[config.mk]
export PLATFORM = sky130hd
export DESIGN_NAME = lioff_ctrl
export DESIGN_NICKNAME = d
export VERILOG_FILES = /design/src/lioff_pkg.sv /design/src/lioff_ctrl.sv
export SDC_FILE = /design/constraint.sdc
export NUM_CORES = 1
export LEC_CHECK = 0
export BUFFER_PORTS_ARGS = -buffer_cell sky130_fd_sc_hd__buf_2
export CAP_MARGIN = 0
export CORE_AREA = 5 5 42 44
export CTS_CLUSTER_SIZE = 8
export DETAILED_ROUTE_END_ITERATION = 10
export DIE_AREA = 0 0 47 49
export GPL_ROUTABILITY_DRIVEN = 0
export SYNTH_ARGS = -nofsm -noshare
export SYNTH_HDL_FRONTEND = slang
export SYNTH_SLANG_ARGS = --single-unit
[constraint.sdc]
create_clock -name i_clk -period 1.4 [get_ports i_clk]
set_clock_uncertainty 0.05 [all_clocks]
set_input_delay 0.28 -clock i_clk [delete_from_list [all_inputs] [get_ports i_clk]]
set_output_delay 0.28 -clock i_clk [all_outputs]
set_load 0.02 [all_outputs]
[src/lioff_pkg.sv]
`timescale 1ns / 1ps
// ---------------------------------------------------------------------------
// lioff_pkg: shared types and constants of the line index block
// Field widths, item kinds, character codes and the control/status bundles
// between the controller and the datapath.
// ---------------------------------------------------------------------------
package lioff_pkg;

    localparam int KIND_W      = 2;
    localparam int BYTE_W      = 8;
    localparam int OFF_W       = 21;
    localparam int QLINE_W     = 16;
    localparam int LNUM_W      = 13;
    localparam int IN_TDATA_W  = 48;
    localparam int IN_TUSER_W  = 2;
    localparam int OUT_TDATA_W = 64;

    localparam int unsigned MAX_TEXT_BYTES_DEF   = 1048576;
    localparam int unsigned LINE_TABLE_DEPTH_DEF = 4096;
    // the byte counter never counts past this, whatever the text limit
    localparam int unsigned COUNT_LIMIT          = 2097151;

    localparam logic [BYTE_W-1:0] CH_CR = 8'h0D;
    localparam logic [BYTE_W-1:0] CH_LF = 8'h0A;

    typedef enum logic [KIND_W-1:0] {
        KIND_CLEAR  = 2'd0,
        KIND_LOAD   = 2'd1,
        KIND_OFFSET = 2'd2,
        KIND_LINE   = 2'd3
    } t_kind;

    typedef struct packed {
        logic accept;       // input item taken this cycle
        logic rd_issue;     // read the table at the search address
        logic search_step;  // narrow the search window
        logic res_load;     // write the query result to the output register
    } t_cmd;

    typedef struct packed {
        logic search_done;  // window has closed on one entry
    } t_stat;

endpackage

[src/lioff_ctrl.sv]
`timescale 1ns / 1ps
// ---------------------------------------------------------------------------
// lioff_ctrl: sequencer of the line index block
// Runs the handshakes, the output valid flag and the read/compare loop of
// the table search.
// ---------------------------------------------------------------------------
module lioff_ctrl
    import lioff_pkg::*;
(
    input  logic   i_clk,
    input  logic   i_rst_n,
    input  logic   i_s_valid,
    input  t_kind  i_kind,
    output logic   o_s_ready,
    output logic   o_m_valid,
    input  logic   i_m_ready,
    input  t_stat  i_stat,
    output t_cmd   o_cmd
);

    typedef enum logic [3:0] {
        S_IDLE = 4'b0001,
        S_READ = 4'b0010,
        S_CMP  = 4'b0100,
        S_HOLD = 4'b1000
    } t_state;

    t_state r_state, n_state;
    logic   r_out_valid, n_out_valid;
    logic   out_free;
    logic   is_query;

    assign out_free  = !r_out_valid || i_m_ready;
    assign is_query  = (i_kind == KIND_OFFSET) || (i_kind == KIND_LINE);
    assign o_s_ready = (r_state == S_IDLE) && out_free;
    assign o_m_valid = r_out_valid;

    always_comb begin
        n_state            = r_state;
        o_cmd              = '0;
        o_cmd.accept       = i_s_valid && o_s_ready;
        case (r_state)
            S_IDLE: begin
                if (o_cmd.accept && is_query) begin
                    n_state = S_READ;
                end
            end
            S_READ: begin
                o_cmd.rd_issue = 1'b1;
                n_state        = S_CMP;
            end
            S_CMP: begin
                if (!i_stat.search_done) begin
                    o_cmd.search_step = 1'b1;
                    n_state           = S_READ;
                end else if (out_free) begin
                    o_cmd.res_load = 1'b1;
                    n_state        = S_IDLE;
                end else begin
                    n_state = S_HOLD;
                end
            end
            S_HOLD: begin
                if (out_free) begin
                    o_cmd.res_load = 1'b1;
                    n_state        = S_IDLE;
                end
            end
            default: begin
                n_state = S_IDLE;
            end
        endcase
    end

    always_comb begin
        if ((o_cmd.accept && !is_query) || o_cmd.res_load) begin
            n_out_valid = 1'b1;
        end else if (i_m_ready) begin
            n_out_valid = 1'b0;
        end else begin
            n_out_valid = r_out_valid;
        end
    end

    always_ff @(posedge i_clk) begin
        if (!i_rst_n) begin
            r_state     <= S_IDLE;
            r_out_valid <= 1'b0;
        end else begin
            r_state     <= n_state;
            r_out_valid <= n_out_valid;
        end
    end

endmodule

Word level (Yosys, flattened, before mapping)
Index checks and enable logic that the tools add are counted.
{"block": "word_totals", "input_bits": 7, "latch_bits": 0, "reg_bits": 5, "output_inout_bits": 6, "word_cells": 34, "rom_bits": 0, "ramBits": 0, "memories": 0}
{"block": "classes", "reduce_logical": 11, "n_eq_ne": 8, "n_mux": 13, "add_sub_neg": 0, "bitwise": 0, "div_mod_pow": 0, "order_cmp": 0, "shift": 0, "n_mul": 0}
{"cell": "$mux W4", "count": 4}
{"cell": "$pmux W4 S4", "count": 1}
{"cell": "$mux W1", "count": 7}
{"cell": "$eq A2 B2 Y1 const B", "count": 2}
{"cell": "$eq A4 B1 Y1 const B", "count": 1}
{"cell": "$eq A4 B2 Y1 const B", "count": 1}
{"cell": "$eq A4 B3 Y1 const B", "count": 1}
{"cell": "$eq A4 B4 Y1 const B", "count": 1}
{"cell": "$logic_and A1 B1 Y1", "count": 4}
{"cell": "$logic_or A1 B1 Y1", "count": 3}
{"cell": "$logic_not A1 Y1", "count": 2}
{"cell": "$ne A2 B1 Y1 const B", "count": 1}
{"cell": "$ne A2 B2 Y1 const B", "count": 1}
{"cell": "$pmux W1 S2", "count": 1}
{"cell": "$reduce_and A2 Y1", "count": 1}
{"cell": "$reduce_bool A2 Y1", "count": 1}

Longest topological paths before layout
Gate-level depths: netlist of run 1.
{"block": "logic_depth", "ltp_word": 7, "mapped_depth": 4, "ltp_nobuf": 3}

Least setup slack after synthesis of run 1
OpenSTA, ideal clock, no wires.
{"block": "synth_path", "path_kind": "register to register", "start": "register r_state[3]", "end": "register r_state[1]", "setup_ps": 61, "setup_slack_ps": -326, "t_arrival_ps": 1615, "required_time_ps": 1289, "period_less_slack_ps": 1726, "stages_incl_launch_ff": 4, "path_buffers": 0, "path_cell_list": "dfxtp_1 > or2_1 > nor4b_1 > o21a_1"}
{"block": "synth_via", "elab_chain_cells": 6, "elab_cells_between_ends": 11, "cone_classes": "6 x eq/ne; 1 x mux; 4 x reduce/logical"}
{"element": "start, declared", "line": "lioff_ctrl.sv:28", "rtl": "t_state r_state, n_state;"}
{"element": "start signal, assigned", "line": "lioff_ctrl.sv:90", "rtl": "r_state <= n_state;"}
{"element": "$eq A4 B1 Y1", "line": "lioff_ctrl.sv:35, lioff_ctrl.sv:42"}
{"element": "$logic_and A1 B1 Y1", "line": "lioff_ctrl.sv:35", "rtl": "assign o_s_ready = (r_state == S_IDLE) && out_free;"}
{"element": "$logic_and A1 B1 Y1", "line": "lioff_ctrl.sv:41", "rtl": "o_cmd.accept = i_s_valid && o_s_ready;"}
{"element": "$logic_and A1 B1 Y1", "line": "lioff_ctrl.sv:44", "rtl": "if (o_cmd.accept && is_query) begin"}
{"element": "$ne A2 B1 Y1 (no line)"}
{"element": "$reduce_and A2 Y1 (no line)"}
Several ways; a longest one is shown, not always the timed one.
A chain may end at the register's enable or synchronous reset.

Worst setup path in the final report of run 1
{"block": "layout_path", "start": "register r_state[3]", "end": "output port o_s_ready"}
{"block": "layout_via", "elab_chain_cells": 2}
{"element": "$eq A4 B1 Y1", "line": "lioff_ctrl.sv:35"}
{"element": "$logic_and A1 B1 Y1", "line": "lioff_ctrl.sv:35"}
{"element": "end, declared", "line": "lioff_ctrl.sv:14", "rtl": "output logic o_s_ready,"}
Every way passes these cells.

==> impl_metrics.json, run 1 <==
{
  "status": "finished, violations left",
  "violations": "negative setup slack",
  "crit_required_ns": 1.07,
  "clk_latency_ns": 0.25,
  "synth.distinct_cells": 28,
  "synthArstFlopShare": 0,
  "worstMarginPinSlew_ns": 0.256,
  "grt_pass1_wl_mm": 1.54,
  "finalCriticalPeriod_ns": 1.69,
  "drc": 0,
  "overflow": 0,
  "path_clk_slew_ns": 0.05,
  "regToRegSetupSlack_ns": -0.02,
  "drt-initial-drc-count": 4,
  "seq_area_frac_synth": 0.305,
  "fin_ws_ns": -0.285,
  "yosys_warnings": 0,
  "hold_viol": 0,
  "power.internal_uw": 328,
  "synth_fp_nets": 44,
  "area_growth_pct": 65.6,
  "drt-total-wl_um": 957,
  "grt_antenna_before_repair": 0,
  "cts-buffers-inserted": 3,
  "seqPwrFrac": 0.339,
  "drive_gt1_frac": 0.610,
  "p_sw_frac": 0.298,
  "h-tree-depth": 1,
  "postCtsHoldBufs": 0,
  "synthesis.area_um2": 328,
  "synth_edf_count": 0,
  "crit_arrival_ns": 1.36,
  "finalPower_uw": 467,
  "synth_cells": 37,
  "critPathKind": "reg -> out",
  "io_pins": 13,
  "cts.sinks": 5,
  "rows": 14,
  "vias": 366,
  "p_sw_uw": 139,
  "setup_violations": 6,
  "end_kind": "output pin",
  "drv_cap": 0,
  "post-cts-setup-buffers": 0,
  "holdCritPathClass": "in -> reg",
  "initial_core_util": 0.234,
  "grt_max_degree": 8,
  "slew_headroom": 0.829,
  "fin_area_um2": 543,
  "core-area_um2": 1400,
  "viasPerCell": 4.88,
  "finalSetupTns_ns": -1.11,
  "ys_ff_latch": 5,
  "ant_nets": 0,
  "synth.avg_cell_area_um2": 8.86,
  "cts_root_buf": "clkbuf_4",
  "cts_buffer_depth": 2,
  "dpl_cell_area_um2": 477,
  "synth_top_flop_cell": "dfxtp_1",
  "pwr-share-comb": 0.276,
  "rsz0062_at_grt": "yes",
  "max-vdd-ir-drop_uv": 397,
  "hpwlAfterDp_um": 724,
  "fin_crit_sh": 1.20,
  "timing.fmax_ghz": 0.593,
  "dr.pass1.iters": 4,
  "grt_usage": 0.0945,
  "die_area_um2": 2300,
  "die_width_um": 47,
  "worstPathMaxFanout": 7,
  "powerDensity_nw_per_um2": 860,
  "cp-start-kind": "flop",
  "p_leak_nw": 0.228,
  "slew_viol_final": 0,
  "wire_per_inst_um": 12.8,
  "final_nets": 67,
  "die_h_um": 49,
  "grt_pass1_vias": 378,
  "io_buffers": 11,
  "diodes": 0,
  "pwr-share-clk": 0.385,
  "cts_tree": "yes"
}
==> worst paths after layout <==
path,depth (start not counted),end,startpoint
setup / recovery,3,o_s_ready,r_state[3]
hold / removal,2,r_state[0],i_rst_n
setup reg to reg,4,r_state[1],r_state[3]
hold reg to reg,2,r_state[0],r_state[2]
==> cell type report <==
type	count	area [um^2]
multi-input cells	29	248
clock buffers	4	26.3
flip-flops and latches	5	105
well taps	16	20.0
inverters	1	3.75
repair buffers	20	140
fillers	157	858
==> through the flow <==
stage,hold slack (ns),instances,setup slack (ns),utilization
after floorplan,0.319,37,-0.0593,-
after global placement,0.485,71,-0.0807,0.340
after detailed placement,0.490,71,-0.0840,0.340
after CTS,0.227,75,-0.288,0.379
after global routing,0.244,75,-0.324,0.388
final,0.233,75,-0.285,0.388
==> what timing repair did <==
| action | in CTS | in global routing |
|---|---|---|
| gates cloned | 0 | 0 |
| gates resized for setup | 11 | 2 |
| pin swaps | 2 | 1 |
| endpoints found under the setup margin | 6 | 6 |
==> layer usage <==
metal | routed length (um) | part of all wire | global-route usage
met1 | 408 | 0.43 | 0.115
met2 | 460 | 0.48 | 0.129
met3 | 63 | 0.066 | 0.0258
met4 | 25 | 0.026 | 0.0829
met5 | 0 | 0 | 0
==> power by group through the flow <==
stage,logic (mW),clock network [mW],registers [mW]
floorplan,0.0658,0,0.159
global placement,0.114,0,0.159
detailed placement,0.115,0,0.159
CTS,0.125,0.185,0.157
global route,0.139,0.196,0.159
finish,0.129,0.180,0.158
==> cell usage in the layout (no fill, tap or decap), types with 2 or more instances in the layout <==
cell type,netlist,routed
clkbuf_4,0,3
buf_4,0,11
buf_2,1,7
nand2b_1,3,3
dfxtp_2,0,4
buf_6,1,2
==> kinds of logic (layout without fill, tap and decap cells) <==
kind of cell           after synthesis  after routing  synth area share
AND/OR/NAND/NOR                     19             19             0.401
flip-flops                           5              5             0.305
XOR/XNOR                             1              1            0.0267
buffers and inverters                3             25            0.0610
AO/OA/AOI/OAI                        9              9             0.206
==> Yosys cell counts (2+ instances only) <==
library cell  count  area [um^2]
dfxtp_1           5          100
nand2b_1          3         18.8
nor2_1            3         11.3
nor4b_1           2         17.5
==> worst max-delay path: stages (launching register included) <==
cell,delay [ns]
dfxtp_2,0.35
or4b_4,0.54
nor2_4,0.10
buf_6,0.12
==> flip-flops by register name, indices dropped and copies added, names as in the netlist <==
| signal | cells |
|---|---|
| r_state | 4 |
| o_m_valid | 1 |
Power figures use the tool's default switching activity.
==> run 2, diff against run 1 <==
- clock period: 1.4 -> 1.5 ns (I/O delays scaled with it)
==> impl_metrics.json, run 2 (synthesis results as in run 1) <==
{
  "status": "finished, violations left",
  "violations": "negative setup slack",
  "grt_pass1_wl_mm": 1.64,
  "path_clk_slew_ns": 0.05,
  "cts_tree": "yes",
  "rows": 14,
  "cts-buffers-inserted": 3,
  "die_area_um2": 2300,
  "p_sw_uw": 132,
  "slew_viol_final": 0,
  "powerDensity_nw_per_um2": 808,
  "worstMarginPinSlew_ns": 0.272,
  "ant_nets": 0,
  "cts.sinks": 5,
  "cp_top_family": "simple AND/OR/NAND/NOR gates",
  "cts_root_buf": "clkbuf_4",
  "finalCriticalPeriod_ns": 1.70,
  "overflow": 0,
  "final_nets": 67,
  "timing.fmax_ghz": 0.588,
  "regMostFlops": "r_state",
  "pwr-share-clk": 0.390,
  "largest_reg_flops": 4,
  "layout_common_cells": "12 x buf_4, 7 x buf_2, 3 x nand2b_1, 3 x clkbuf_4, 3 x dfxtp_2",
  "timing.hold.ws_ns": 0.245,
  "slew_headroom": 0.817,
  "io_pins": 13,
  "max_stage_delay_ns": 0.54,
  "setup_violations": 5,
  "rsz0062_at_grt": "yes",
  "cts_buffer_depth": 2,
  "crit_arrival_ns": 1.35,
  "drt-total-wl_um": 978,
  "seqPwrFrac": 0.337,
  "dr.pass1.iters": 3,
  "grt_antenna_before_repair": 0,
  "drt-initial-drc-count": 5,
  "final_common_cell": "buf_4",
  "worstHoldPathCells": 2,
  "crit_slowest_cell": "or4b_4",
  "p_leak_nw": 0.229,
  "grt_max_degree": 9,
  "hold_viol": 0,
  "power.internal_uw": 303,
  "die_width_um": 47,
  "cp-start-kind": "flop",
  "critPathBufInv": 1,
  "initial_core_util": 0.234,
  "finalSetupTns_ns": -0.755,
  "die_h_um": 49,
  "crit_required_ns": 1.15,
  "io_buffers": 11,
  "grt_usage": 0.0999,
  "drc": 0,
  "diodes": 0,
  "wire_per_inst_um": 13.0,
  "p_sw_frac": 0.304,
  "drv_cap": 0,
  "hpwlAfterDp_um": 711,
  "core-area_um2": 1400,
  "h-tree-depth": 1,
  "pwr-share-comb": 0.273,
  "clk_latency_ns": 0.25,
  "area_growth_pct": 64.1,
  "fin_area_um2": 538,
  "fin_crit_sh": 1.13,
  "placed_cells": 70,
  "max-vdd-ir-drop_uv": 207,
  "grt_pass1_vias": 372,
  "cp_num_cells": 3,
  "vias": 366,
  "end_kind": "output pin",
  "fin_ws_ns": -0.200,
  "crit_chain": "or4b_4, nor2_4, buf_6",
  "place_ws_ns": -0.0259,
  "r2r_cells": 4,
  "critPathKind": "reg -> out",
  "final_cells": 75,
  "viasPerCell": 4.88,
  "drive_gt1_frac": 0.576,
  "fill_cells": 149,
  "worstPathMaxFanout": 6,
  "holdCritPathClass": "in -> reg",
  "dpl_cell_area_um2": 465
}
[run 2: cell counts in the layout (fill, tap and decap cells not counted)]
Identical to the previous run, type by type.
[run 2: worst register-to-register path, cell delays in order (launching register included)]
cell and delay [ns]:
dfxtp_2 0.34, or4b_4 0.54, buf_4 0.16, nor3_2 0.15, o21a_1 0.12
[run 2: path summary, 6_finish.rpt]
check / slack, ns / start / to
worst max-delay path: -0.20 / r_state[3] / o_s_ready
worst min-delay path: 0.24 / i_rst_n / r_state[0]
worst max register to register: 0.08 / r_state[3] / r_state[1]
worst min register to register: 0.58 / r_state[2] / r_state[0]
[run 2: power by group through the flow]
stage | registers (mW) | clock network, mW | logic (mW)
after global placement | 0.148 | 0 | 0.105
after floorplan | 0.148 | 0 | 0.0605
after global routing | 0.146 | 0.191 | 0.129
after detailed placement | 0.148 | 0 | 0.104
after CTS | 0.146 | 0.180 | 0.118
final | 0.146 | 0.170 | 0.119
[run 2: layer usage]
metal  GRT usage  vias to the layer above  routed length (um)
met5           0                        -                   0
met4      0.0415                        0                  14
met1       0.121                      167                 461
li1            -                      183                   -
met2       0.147                       13                 423
met3      0.0480                        3                  78
[run 2: area by class of cell]
class	count	area, um^2	share of cell area
multi-input combinational	29	244	0.453
inverter	1	3.75	0.00698
clock buffer	4	26.3	0.0488
sequential	5	108	0.200
timing repair buffer	20	136	0.253
tap	16	20.0	0.0372
[run 2: stage by stage]
stage	utilization	power, mW
floorplan	-	0.209
global placement	0.332	0.253
detailed placement	0.332	0.252
CTS	0.384	0.444
global route	0.384	0.467
finish	0.384	0.434
[run 2: what timing repair did]
item / 4_1_cts / 5_1_grt
pin swaps: 3 / 2
resized for setup: 13 / 0
hold buffers: 0 / 0
setup endpoints to repair: 5 / 5
buffers inserted: 1 / 0
